$ cat src/rtl/tlj_pkg.sv
// package for the text line justifier: constants, register address, sequencer states
// no dependencies
package tlj_pkg;
  localparam logic [7:0] SPACE_CHAR = 8'h20;
  localparam logic [1:0] REG_LINE_WIDTH = 2'd0;

  typedef enum logic [8:0] {
    ST_IDLE  = 9'b000000001,
    ST_PREP  = 9'b000000010,
    ST_DIV   = 9'b000000100,
    ST_WORD  = 9'b000001000,
    ST_OUT   = 9'b000010000,
    ST_SPACE = 9'b000100000,
    ST_PAD   = 9'b001000000,
    ST_LAST  = 9'b010000000,
    ST_APPND = 9'b100000000
  } state_t;
endpackage

$ cat src/rtl/tlj_ram.sv
// generic single write port ram with one registered read port
// no dependencies
module tlj_ram #(
  parameter int WIDTH = 8,
  parameter int DEPTH = 32
) (
  input  logic                     clk,
  input  logic                     we,
  input  logic [$clog2(DEPTH)-1:0] waddr,
  input  logic [WIDTH-1:0]         wdata,
  input  logic [$clog2(DEPTH)-1:0] raddr,
  output logic [WIDTH-1:0]         rdata
);
  logic [WIDTH-1:0] mem [DEPTH];

  always_ff @(posedge clk) begin
    if (we) begin
      mem[waddr] <= wdata;
    end
    rdata <= mem[raddr];
  end
endmodule

$ cat src/rtl/text_line_justifier.sv
// text_line_justifier top level: greedy full justification of a character stream
// depends on tlj_pkg and tlj_ram
//
// Characters come in on the s_axis side: tdata = character, tlast = word_end,
// tuser = text_end (a text end also ends its word). Characters of a word go into a
// word ram; a word longer than the line width keeps only its first line width
// bytes and marks the line as truncated. At a word end the word is copied into the
// line ram one byte a cycle, after the held line has been emitted if the word no
// longer fits (or the line already holds (MAX_WIDTH+1)/2 words). Emitting a full
// line with two or more words and room for a space in each gap first runs a
// restoring divider (one quotient bit a cycle) to split the padding over the gaps;
// then a small sequencer walks words, gaps and padding through one registered
// output stage: per word character a line ram read, then the output; spaces go
// straight to the output, and the m_axis side stalls this while tready is low. A
// byte that is not a word end is only accepted; a word end is accepted, copied
// into the line ram and booked into the line. Emitting a line runs a set-up
// step, the divider where used, the characters and spaces, then a clearing step.
// s_axis tready is low whenever the block is not idle. m_axis tdata = out_char,
// tuser = {final_line, word_truncated} from bit 0 up, tlast = line_end. Register
// line_width sits at byte address 0.
module text_line_justifier
  import tlj_pkg::*;
#(
  parameter int MAX_WIDTH = 32
) (
  input  logic        clk,
  input  logic        rst,
  input  logic        s_axis_tvalid,
  output logic        s_axis_tready,
  input  logic [7:0]  s_axis_tdata,   // character[7:0]
  input  logic        s_axis_tlast,   // word_end
  input  logic        s_axis_tuser,   // text_end[0]
  input  logic        m_axis_tready,
  output logic        m_axis_tvalid,
  output logic [7:0]  m_axis_tdata,   // out_char[7:0]
  output logic [1:0]  m_axis_tuser,   // final_line[0], word_truncated[1]
  output logic        m_axis_tlast,   // line_end
  input  logic        psel,
  input  logic        penable,
  input  logic        pwrite,
  input  logic [1:0]  paddr,
  input  logic [31:0] pwdata,
  output logic [31:0] prdata,
  output logic        pready
);
  localparam int AW = $clog2(MAX_WIDTH);
  localparam int WORDS_MAX = (MAX_WIDTH + 1) / 2;
  localparam int NW = $clog2(WORDS_MAX + 1);
  localparam int LW = (WORDS_MAX > 1) ? $clog2(WORDS_MAX) : 1;
  localparam int CW = 6;

  logic [5:0] line_width;
  logic [CW-1:0] w_eff;
  state_t state;

  // line state
  logic [CW-1:0] chars_in_line, cur_len;
  logic [NW-1:0] words_in_line;
  logic trunc_seen, word_cut;
  logic [CW-1:0] lens [WORDS_MAX];
  logic pend_last;

  // sequencer
  logic [CW-1:0] pos, k, cnt;
  logic [NW-1:0] widx;
  logic [CW-1:0] quo, rem, dvd, dvr, rpart;
  logic [2:0] dstep;
  logic last_mode, lone;
  logic rd_pend;

  // output stage
  logic       ovalid;
  logic [7:0] ochar;
  logic       oend, ofinal, otrunc;

  // rams
  logic          wr_we, ln_we;
  logic [AW-1:0] wr_waddr, wr_raddr, ln_waddr, ln_raddr;
  logic [7:0]    wr_wdata, wr_rdata, ln_rdata;

  tlj_ram #(.WIDTH(8), .DEPTH(MAX_WIDTH)) u_word (
    .clk, .we(wr_we), .waddr(wr_waddr), .wdata(wr_wdata),
    .raddr(wr_raddr), .rdata(wr_rdata));
  tlj_ram #(.WIDTH(8), .DEPTH(MAX_WIDTH)) u_line (
    .clk, .we(ln_we), .waddr(ln_waddr), .wdata(wr_rdata),
    .raddr(ln_raddr), .rdata(ln_rdata));

  assign pready = 1'b1;
  assign prdata = {26'd0, line_width};
  assign w_eff = (line_width == 6'd0) ? 6'd1 :
                 (line_width > 6'(MAX_WIDTH)) ? 6'(MAX_WIDTH) : line_width;

  logic in_acc, out_free;
  logic [7:0] in_char;
  logic in_we, in_te;
  assign in_char = s_axis_tdata;
  assign in_te   = s_axis_tuser;
  assign in_we   = s_axis_tlast | in_te;
  assign s_axis_tready = (state == ST_IDLE);
  assign in_acc = s_axis_tvalid && s_axis_tready;
  assign out_free = !ovalid || m_axis_tready;

  assign m_axis_tvalid = ovalid;
  assign m_axis_tdata  = ochar;
  assign m_axis_tuser  = {otrunc, ofinal};
  assign m_axis_tlast  = oend;

  logic store_ok;
  assign store_ok = (cur_len < w_eff) && (cur_len < 6'(MAX_WIDTH));
  assign wr_we    = in_acc && store_ok;
  assign wr_waddr = cur_len[AW-1:0];
  assign wr_wdata = in_char;

  // fit check at a word end, using the length after this byte
  logic [CW-1:0] new_len;
  logic [7:0] need;
  logic overflow;
  assign new_len = store_ok ? cur_len + 6'd1 : cur_len;
  assign need = 8'(chars_in_line) + 8'(new_len) + 8'(words_in_line);
  assign overflow = (words_in_line != '0) &&
                    ((need > 8'(w_eff)) || (words_in_line >= NW'(WORDS_MAX)));

  // current word in the sequencer
  logic [CW-1:0] cur_wlen, room;
  logic [NW-1:0] gaps;
  logic word_done, line_done;
  assign cur_wlen  = lens[widx[LW-1:0]];
  assign gaps      = words_in_line - NW'(1);
  assign room      = w_eff - chars_in_line;
  assign word_done = (k + 6'd1) == cur_wlen;
  assign line_done = word_done && (widx == gaps);

  // copy of word ram into line ram, one byte a cycle with a read delay
  assign wr_raddr = k[AW-1:0];
  assign ln_we    = (state == ST_APPND) && rd_pend;
  assign ln_waddr = AW'(chars_in_line + k - 6'd1);
  assign ln_raddr = pos[AW-1:0];

  // restoring divider step
  logic [CW:0] diff;
  logic [CW-1:0] rp_next, q_next;
  assign diff    = {rpart, dvd[CW-1]} - {1'b0, dvr};
  assign rp_next = diff[CW] ? {rpart[CW-2:0], dvd[CW-1]} : diff[CW-1:0];
  assign q_next  = {quo[CW-2:0], !diff[CW]};

  // output character transfer into the output register
  logic emit, emit_end, emit_final;
  assign emit = out_free &&
                (state == ST_OUT || state == ST_SPACE || state == ST_PAD);
  assign emit_end = (state == ST_OUT) ? (line_done && !(lone && cnt != '0)) :
                    ((state == ST_PAD) && (cnt == 6'd1));
  assign emit_final = (state == ST_OUT) && line_done && last_mode;

  always_ff @(posedge clk) begin
    if (rst) begin
      ovalid <= 1'b0;
    end else if (emit) begin
      ovalid <= 1'b1;
    end else if (m_axis_tready) begin
      ovalid <= 1'b0;
    end
    if (emit) begin
      ochar  <= (state == ST_OUT) ? ln_rdata : SPACE_CHAR;
      oend   <= emit_end;
      ofinal <= emit_final;
      otrunc <= trunc_seen;
    end
  end

  always_ff @(posedge clk) begin
    if (rst) begin
      line_width <= 6'd32;
      state <= ST_IDLE;
      chars_in_line <= '0;
      words_in_line <= '0;
      cur_len <= '0;
      trunc_seen <= 1'b0;
      word_cut <= 1'b0;
      rd_pend <= 1'b0;
      pend_last <= 1'b0;
      last_mode <= 1'b0;
    end else begin
      if (psel && penable && pwrite && pready && paddr == REG_LINE_WIDTH) begin
        line_width <= pwdata[5:0];
      end
      case (state)
        ST_IDLE: begin
          if (in_acc) begin
            cur_len <= new_len;
            if (!store_ok) word_cut <= 1'b1;
            if (in_we) begin
              pend_last <= in_te;
              k <= '0;
              rd_pend <= 1'b0;
              if (overflow) state <= ST_PREP;
              else state <= ST_APPND;
            end
          end
        end
        ST_PREP: begin
          // pick the gap widths: last line, lone word, divided padding or single gaps
          pos <= '0; widx <= '0; k <= '0;
          rpart <= '0; dstep <= '0;
          dvd <= room;
          dvr <= CW'(gaps);
          if (last_mode) begin
            quo <= 6'd1; rem <= '0; lone <= 1'b0;
            state <= ST_WORD;
          end else if (gaps == '0) begin
            quo <= '0; rem <= '0; lone <= 1'b1;
            cnt <= (w_eff > chars_in_line) ? room : '0;
            state <= ST_WORD;
          end else if ((w_eff >= chars_in_line) && (room >= CW'(gaps))) begin
            quo <= '0; rem <= '0; lone <= 1'b0;
            state <= ST_DIV;
          end else begin
            // line already wider than the width keeps single gaps
            quo <= 6'd1; rem <= '0; lone <= 1'b0;
            state <= ST_WORD;
          end
        end
        ST_DIV: begin
          rpart <= rp_next;
          quo <= q_next;
          dvd <= {dvd[CW-2:0], 1'b0};
          dstep <= dstep + 3'd1;
          if (dstep == 3'(CW - 1)) begin
            rem <= rp_next;
            state <= ST_WORD;
          end
        end
        ST_WORD: begin
          // line ram read issued at pos; data lands next cycle
          state <= ST_OUT;
        end
        ST_OUT: begin
          if (out_free) begin
            pos <= pos + 6'd1;
            if (!word_done) begin
              k <= k + 6'd1;
              state <= ST_WORD;
            end else if (widx != gaps) begin
              // leftmost gaps take one extra space while the remainder lasts
              k <= '0;
              widx <= widx + NW'(1);
              cnt <= quo + {{(CW-1){1'b0}}, rem != '0};
              if (rem != '0) rem <= rem - 6'd1;
              state <= ST_SPACE;
            end else if (lone && cnt != '0) begin
              state <= ST_PAD;
            end else begin
              state <= ST_LAST;
            end
          end
        end
        ST_SPACE: begin
          if (out_free) begin
            cnt <= cnt - 6'd1;
            if (cnt == 6'd1) state <= ST_WORD;
          end
        end
        ST_PAD: begin
          if (out_free) begin
            cnt <= cnt - 6'd1;
            if (cnt == 6'd1) state <= ST_LAST;
          end
        end
        ST_LAST: begin
          // line out: clear, then append word or finish
          chars_in_line <= '0; words_in_line <= '0; trunc_seen <= 1'b0;
          if (last_mode) begin
            last_mode <= 1'b0;
            state <= ST_IDLE;
          end else begin
            k <= '0; rd_pend <= 1'b0;
            state <= ST_APPND;
          end
        end
        ST_APPND: begin
          // copy word ram to line ram; rd_pend marks a read in flight
          if (k < cur_len) begin
            k <= k + 6'd1;
            rd_pend <= 1'b1;
          end else if (rd_pend) begin
            rd_pend <= 1'b0;
          end else begin
            if (words_in_line < NW'(WORDS_MAX)) begin
              lens[words_in_line[LW-1:0]] <= cur_len;
              words_in_line <= words_in_line + NW'(1);
              chars_in_line <= chars_in_line + cur_len;
            end
            trunc_seen <= trunc_seen | word_cut;
            cur_len <= '0; word_cut <= 1'b0;
            if (pend_last) begin
              pend_last <= 1'b0;
              last_mode <= 1'b1;
              state <= ST_PREP;
            end else begin
              state <= ST_IDLE;
            end
          end
        end
        default: state <= ST_IDLE;
      endcase
    end
  end
endmodule

$ cat config.mk
export PLATFORM = sky130hd
export DESIGN_NAME = text_line_justifier
export DESIGN_NICKNAME = d
export VERILOG_FILES = /design/src/rtl/tlj_pkg.sv /design/src/rtl/tlj_ram.sv /design/src/rtl/text_line_justifier.sv
export SDC_FILE = /design/constraint.sdc
export NUM_CORES = 1
export LEC_CHECK = 0
export CAP_MARGIN = 0
export CORE_ASPECT_RATIO = 0.6
export CORE_MARGIN = 5
export CORE_UTILIZATION = 34
export CTS_CLUSTER_SIZE = 40
export DETAILED_ROUTE_END_ITERATION = 7
export DONT_BUFFER_PORTS = 1
export HOLD_SLACK_MARGIN = 0.1
export PLACE_DENSITY = 0.57
export SKIP_LAST_GASP = 1
export SLEW_MARGIN = 5
export SYNTH_ARGS = -nofsm -noshare
export SYNTH_HDL_FRONTEND = slang
export SYNTH_SLANG_ARGS = --single-unit
$ cat constraint.sdc
create_clock -name clk -period 4.85 [get_ports clk]
set_input_delay 0.485 -clock clk [delete_from_list [all_inputs] [get_ports clk]]
set_output_delay 0.485 -clock clk [all_outputs]
set_load 0.03 [all_outputs]
==> qor.yml, run 1 <==
start_kind: "register"
r2r-start: "line_width[5]"
rows: 86
synthTopCellsByCount: "edfxtp_1 (674), nor2_1 (162), mux4_2 (125), nand2_1 (125), mux2i_1 (81)"
multi_input_area_mm2: 0.00921
synthFlopType: "edfxtp_1"
grt_pass1_vias: 16584
tightest_slew_ns: 1.36
design_area_mm2: 0.0354
worst_r2r_endpoint: "state[8]"
critPathKind: "reg -> reg"
via_count: 17182
cp_max_fo: 7
fin_setup_tns_ns: 0
antenna_found_initial: 2
drc: 0
synth_most_common_cell: "edfxtp_1"
io_pins: 97
r2r_slack_ns: 0.27
dieArea_mm2: 0.0982
start_util: 0.341
synthCells: 1924
htreeDepth: 3
hold_class: "in -> reg"
seq_area_mm2: 0.0214
post_synth.cell_area_avg_um2: 16.2
dp_slack_ns: -0.00154
whs_ns: 0.153
timing.final.ws_setup_ns: 0.268
hold_viol: 0
dp_hpwl_um: 48500
vdd_drop_max_mv: 0.234
cts_buffer_depth: 3
cp-endpoint: "state[8]"
yosys.area.top_type: "edfxtp_1"
synth_edf_count: 674
area_delta_synth_final_pct: 13.4
cp_data_arrival_time_ns: 5.13
post-route-period-util: 0.945
end_kind: "register"
post-route-util: 0.387
p_leak_nw: 12.0
first_pass_iters: 7
die_h_um: 245
outcome: "finished, final reports clean"
r2r_cells: 24
die_w_um: 401
drt-total-wl_um: 74400
wire_per_inst_um: 22.7
antenna_left: 0
grtUsageTotal: 0.149
netlist_area_mm2: 0.0312
coreArea_mm2: 0.0915
grt_overflow_total: 0
synth_seq_cells: 732
synth_top_area_share: 0.648
nets: 2124
period_needed_ns: 4.58
cts-root-buf: "clkbuf_16"
grt_max_degree: 94
finClkSkew_ns: 0.0248
fmax_ghz: 0.218
critical_path_required_ns: 5.40
io_buffers: 0
report.final.slew_viol_count: 0
finalSetupViolations: 0
nFillCells: 8346
drive_above_1_share: 0.164
clk_latency_ns: 0.63
p_per_area_mw_per_mm2: 426
synth_area_leaders: "edfxtp_1 (65%), mux4_2 (9.0%), dfxtp_1 (3.7%)"
cts_buffers: 68
yosysUniqueCellTypes: 71
cts.sinks: 732
yosysWarnings: 0
path_clk_slew_ns: 0.07
initialDrtViolationCount: 1636
async_flop_share: 0
viasPerCell: 5.24
gp_routability_congestion: 0.861
num_antenna_cells: 0
crit_start: "line_width[5]"
seq_area_frac_synth: 0.685
placed_area_mm2: 0.0328
grt_pass1_wl_um: 111000
slew_headroom: 0.0942
tritoncts: "yes"
drv_cap: 0
==> metal layers <==
layer,GRT usage,vias up,share of wire
li1,-,7567,-
met1,0.244,8867,0.50
met2,0.197,670,0.40
met3,0.0399,78,0.086
met4,0.0259,0,0.012
met5,0,-,0
==> flip-flops by register name, indices dropped and copies added, names as in the netlist, 8 cells and up, named ones only <==
name and cells:
m_axis_tdata 8, lens 96, u_word.rdata 8, state 9, u_line.rdata 8, u_word.mem 256
u_line.mem 256
==> worst min path at each step <==
stage / startpoint / endpoint / slack [ns] / depth (start not counted)
floorplan: trunc_seen / otrunc / 0.41 / 0
global placement: trunc_seen / otrunc / 0.46 / 0
detailed placement: trunc_seen / otrunc / 0.47 / 0
CTS: rst / cur_len[4] / 0.12 / 3
global route: s_axis_tdata[5] / u_word.mem[24][5] / 0.13 / 1
finish: s_axis_tdata[5] / u_word.mem[24][5] / 0.15 / 1
==> critical path, stage by stage, from the launching register on <==
cell and delay (ns):
dfxtp_2 0.33, inv_2 0.10, nand2_1 0.09, ha_1 0.30
o21ai_2 0.06, buf_4 0.14, o31ai_4 0.21, nor3_1 0.07
buf_4 0.17, nand2_1 0.06, o21ai_1 0.08, fa_1 0.48
ha_1 0.23, fa_1 0.46, a21o_1 0.20, a21oi_1 0.18
xnor2_1 0.15, ha_1 0.27, nand3_1 0.11, o21bai_1 0.11
a21oi_1 0.09, o31ai_2 0.23, nand3b_1 0.11, a21o_1 0.16
a21oi_1 0.12
==> cells in the final DEF, fill, tap and decap left out, types with 7 or more instances in the layout <==
master         Yosys  layout
fa_1              10      10
clkbuf_1          49      18
mux2i_1           81      81
a21oi_1           49      46
xnor2_1           35      34
nand4_1           10      10
xor2_1            27      27
buf_12             0      12
nand2_1          125     125
and2_1            18      18
o21ai_0           36      34
nand2b_1          13      13
conb_1             2      27
clkinv_2           0      10
clkbuf_16          0      71
nor2b_1           15      15
a21o_1            14      14
mux4_2           125     125
nor2_1           162     162
clkinv_1           1       7
dlygate4sd3_1      0       8
mux2_2            14      14
nand3_1           32      32
ha_1              71      71
inv_1             60      59
dfxtp_1           58      57
edfxtp_1         674     674
o22ai_1           18      18
nor3_1            27      27
o221ai_1          43      43
buf_4             30      61
==> timing repair <==
| item | in CTS | in global routing |
|---|---|---|
| gates cloned | 0 | 0 |
| hold buffers | 17 | 0 |
| endpoints found under the hold margin | 291 | 0 |
| resized for setup | 1 | 10 |
| setup buffers | 0 | 1 |
| setup endpoints to repair | 1 | 2 |
| pin swaps | 0 | 3 |
==> final cells by class <==
type / count / area share
clock buffers: 94 / 0.0539
clock inverters: 31 / 0.00965
inverters: 61 / 0.00647
multi-input cells: 1048 / 0.260
flip-flops and latches: 732 / 0.604
well taps: 1232 / 0.0435
repair buffers: 81 / 0.0220
==> where the power goes <==
group	total [mW]	leakage (nW)	internal (mW)	switching [mW]
clock	5.47	1.10	3.11	2.37
combinational	1.94	4.22	0.640	1.30
sequential	7.67	6.63	7.34	0.329
==> kinds of logic after synthesis <==
group,count (synthesis),synth area share
mux,228,0.127
flops,732,0.685
fa+ha+maj,81,0.0349
compound gates,213,0.0464
xor+xnor,62,0.0174
simple gates,437,0.0645
buf+inv,169,0.0244
other cells,2,0.000240
==> per-stage QoR <==
| stage | cells | total power, mW |
|---|---|---|
| 6_report | 3279 | 15.1 |
| 5_1_grt | 3279 | 15.7 |
| 4_1_cts | 3278 | 15.2 |
| 3_5_place_dp | 3136 | 9.66 |
| 3_3_place_gp | 3136 | 9.59 |
| 2_1_floorplan | 1949 | 8.89 |
Power figures use the tool's default switching activity.
==> run 2: changes to the inputs <==
Settings changed: CORE_MARGIN 5 to unset.
==> run 2 against run 1 <==
Against the previous run:
- first-iteration DRC count grew 15%
- critical path type unchanged
- total power down 1.9%
- largest power group unchanged
- final area decreased by 0.49%
- routed wire length shrank 0.27%
- sequential share of layout area is 0.30 points higher
- critical endpoint unchanged
- core utilization grew 0.31 points
- via count down 0.34%
- highest routed layer unchanged
- largest cell class unchanged
- global-route usage rose by 1.2 points
- non-clock buffer count fell by 7
- setup slack got worse by 0.030 ns
==> qor.yml, run 2 (synthesis gave the netlist of run 1 again) <==
cp-endpoint: "state[8]"
cp_max_fo: 5
slowest_stage: "fa_1"
cts_buffers: 66
total_power_mw: 14.8
grt_pass1_vias: 16716
r2r_cells: 23
hold_viol: 0
first_pass_iters: 6
p_seq_frac: 0.518
crit_start: "line_width[5]"
p_clk_frac: 0.350
antenna_found_initial: 1
power_switching_mw: 3.94
worst_r2r_endpoint: "state[8]"
finClkSkew_ns: 0.0231
coreArea_mm2: 0.0903
via_count: 17123
drv_cap: 0
io_pins: 97
io_buffers: 0
die_h_um: 237
hold_class: "in -> reg"
layout_common_cells: "edfxtp_1 (674), nor2_1 (161), mux4_2 (125), nand2_1 (122), mux2i_1 (81)"
report.final.slew_viol_count: 0
finalSetupViolations: 0
dp_hpwl_um: 48400
drive_above_1_share: 0.166
placed_area_mm2: 0.0328
p_leak_nw: 11.8
cts_setup_buffers: 0
period_needed_ns: 4.61
end_kind: "register"
post-route-period-util: 0.951
area_delta_synth_final_pct: 12.8
crit_cells: 23
cts-root-buf: "clkbuf_16"
start_util: 0.346
cp_data_arrival_time_ns: 5.15
instances_no_fill: 3250
rows: 85
gp_routability_congestion: 0.866
r2r_slack_ns: 0.24
antenna_left: 0
cts_buffer_depth: 3
internal_power_mw: 10.9
grt_overflow_total: 0
tightest_slew_ns: 1.39
initialDrtViolationCount: 1886
slew_headroom: 0.0729
vdd_drop_max_mv: 0.342
drt-total-wl_um: 74200
p_per_area_mw_per_mm2: 420
critPathKind: "reg -> reg"
r2r-start: "line_width[5]"
clk_latency_ns: 0.63
nets: 2115
drc: 0
tritoncts: "yes"
path_clk_slew_ns: 0.06
critical_path.top_delay_family: "compound AO/OA/AOI/OAI gates"
post-route-util: 0.390
fmax_ghz: 0.217
grt_pass1_wl_um: 111000
cp_cell_sequence: "inv_2, nand2_2, ha_1, o21ai_2, a21o_1, o31ai_4, nor3_2, buf_4, nand2_2, xnor2_2, fa_1, ha_1, a21o_1, a21oi_2, xnor2_1, ha_1, a21o_1, a21oi_1, a21oi_2, o31ai_2, nand3b_1, a21o_1, a21oi_1"
grt_max_degree: 68
swShare: 0.266
slowest_delay_ns: 0.51
crit_path_frequent_cell: "a21o_1"
combPwrFrac: 0.132
timing.final.ws_setup_ns: 0.238
htreeDepth: 3
viasPerCell: 5.27
path_buf_inv: 2
start_kind: "register"
cts.sinks: 732
critical_path_required_ns: 5.39
die_w_um: 393
outcome: "finished, final reports clean"
wire_per_inst_um: 22.8
design_area_mm2: 0.0352
dp_cells: 3116
grtUsageTotal: 0.161
final_common_cell: "edfxtp_1"
dp_slack_ns: -0.00561
dieArea_mm2: 0.0931
==> run 2: per-stage QoR <==
stage | hold slack, ns | setup TNS (ns)
6_report | 0.150 | 0
3_3_place_gp | 0.440 | 0
5_1_grt | 0.139 | -0.0511
3_5_place_dp | 0.449 | -0.00561
4_1_cts | 0.110 | 0
2_1_floorplan | 0.409 | 0
==> run 2: layer usage <==
metal | up-vias | global-route usage | part of all wire
li1 | 7551 | - | -
met1 | 8867 | 0.266 | 0.51
met2 | 627 | 0.206 | 0.40
met3 | 78 | 0.0414 | 0.083
met4 | 0 | 0.0342 | 0.014
met5 | - | 0 | 0
==> run 2: repair_timing <==
action	4_1_cts	5_1_grt
endpoints found under the setup margin	1	2
resized for setup	2	26
pin swaps	0	12
hold buffers	17	0
endpoints found under the hold margin	291	0
==> run 2: worst min path at each step <==
stage	slack (ns)	cells after the start	endpoint	startpoint
3_5_place_dp	0.45	0	otrunc	trunc_seen
5_1_grt	0.14	2	cur_len[1]	rst
2_1_floorplan	0.41	0	otrunc	trunc_seen
4_1_cts	0.11	3	cur_len[3]	rst
6_report	0.15	3	cur_len[3]	rst
3_3_place_gp	0.44	0	otrunc	trunc_seen
==> run 2: power by group through the flow <==
stage          Sequential (mW)  Combinational, mW  Clock, mW
2_1_floorplan             7.67               1.22          0
3_3_place_gp              7.77               1.83          0
3_5_place_dp              7.80               1.85          0
4_1_cts                   7.66               1.92       5.26
5_1_grt                   7.69               2.12       5.53
6_report                  7.66               1.96       5.17
==> run 2: tightest hold or removal path, stage by stage <==
cell     delay, ns
nor2_1        0.05
a21oi_1       0.10
o21ai_0       0.07
==> run 2: cell type report <==
| type | instances | area, um2 |
|---|---|---|
| fillers | 8178 | 55100 |
| flip-flops and latches | 732 | 21400 |
| multi-input cells | 1048 | 9300 |
| clock buffers | 86 | 1820 |
| well taps | 1218 | 1520 |
| repair buffers | 74 | 701 |
| clock inverters | 30 | 255 |
| inverters | 61 | 229 |
| diodes | 1 | 2.50 |
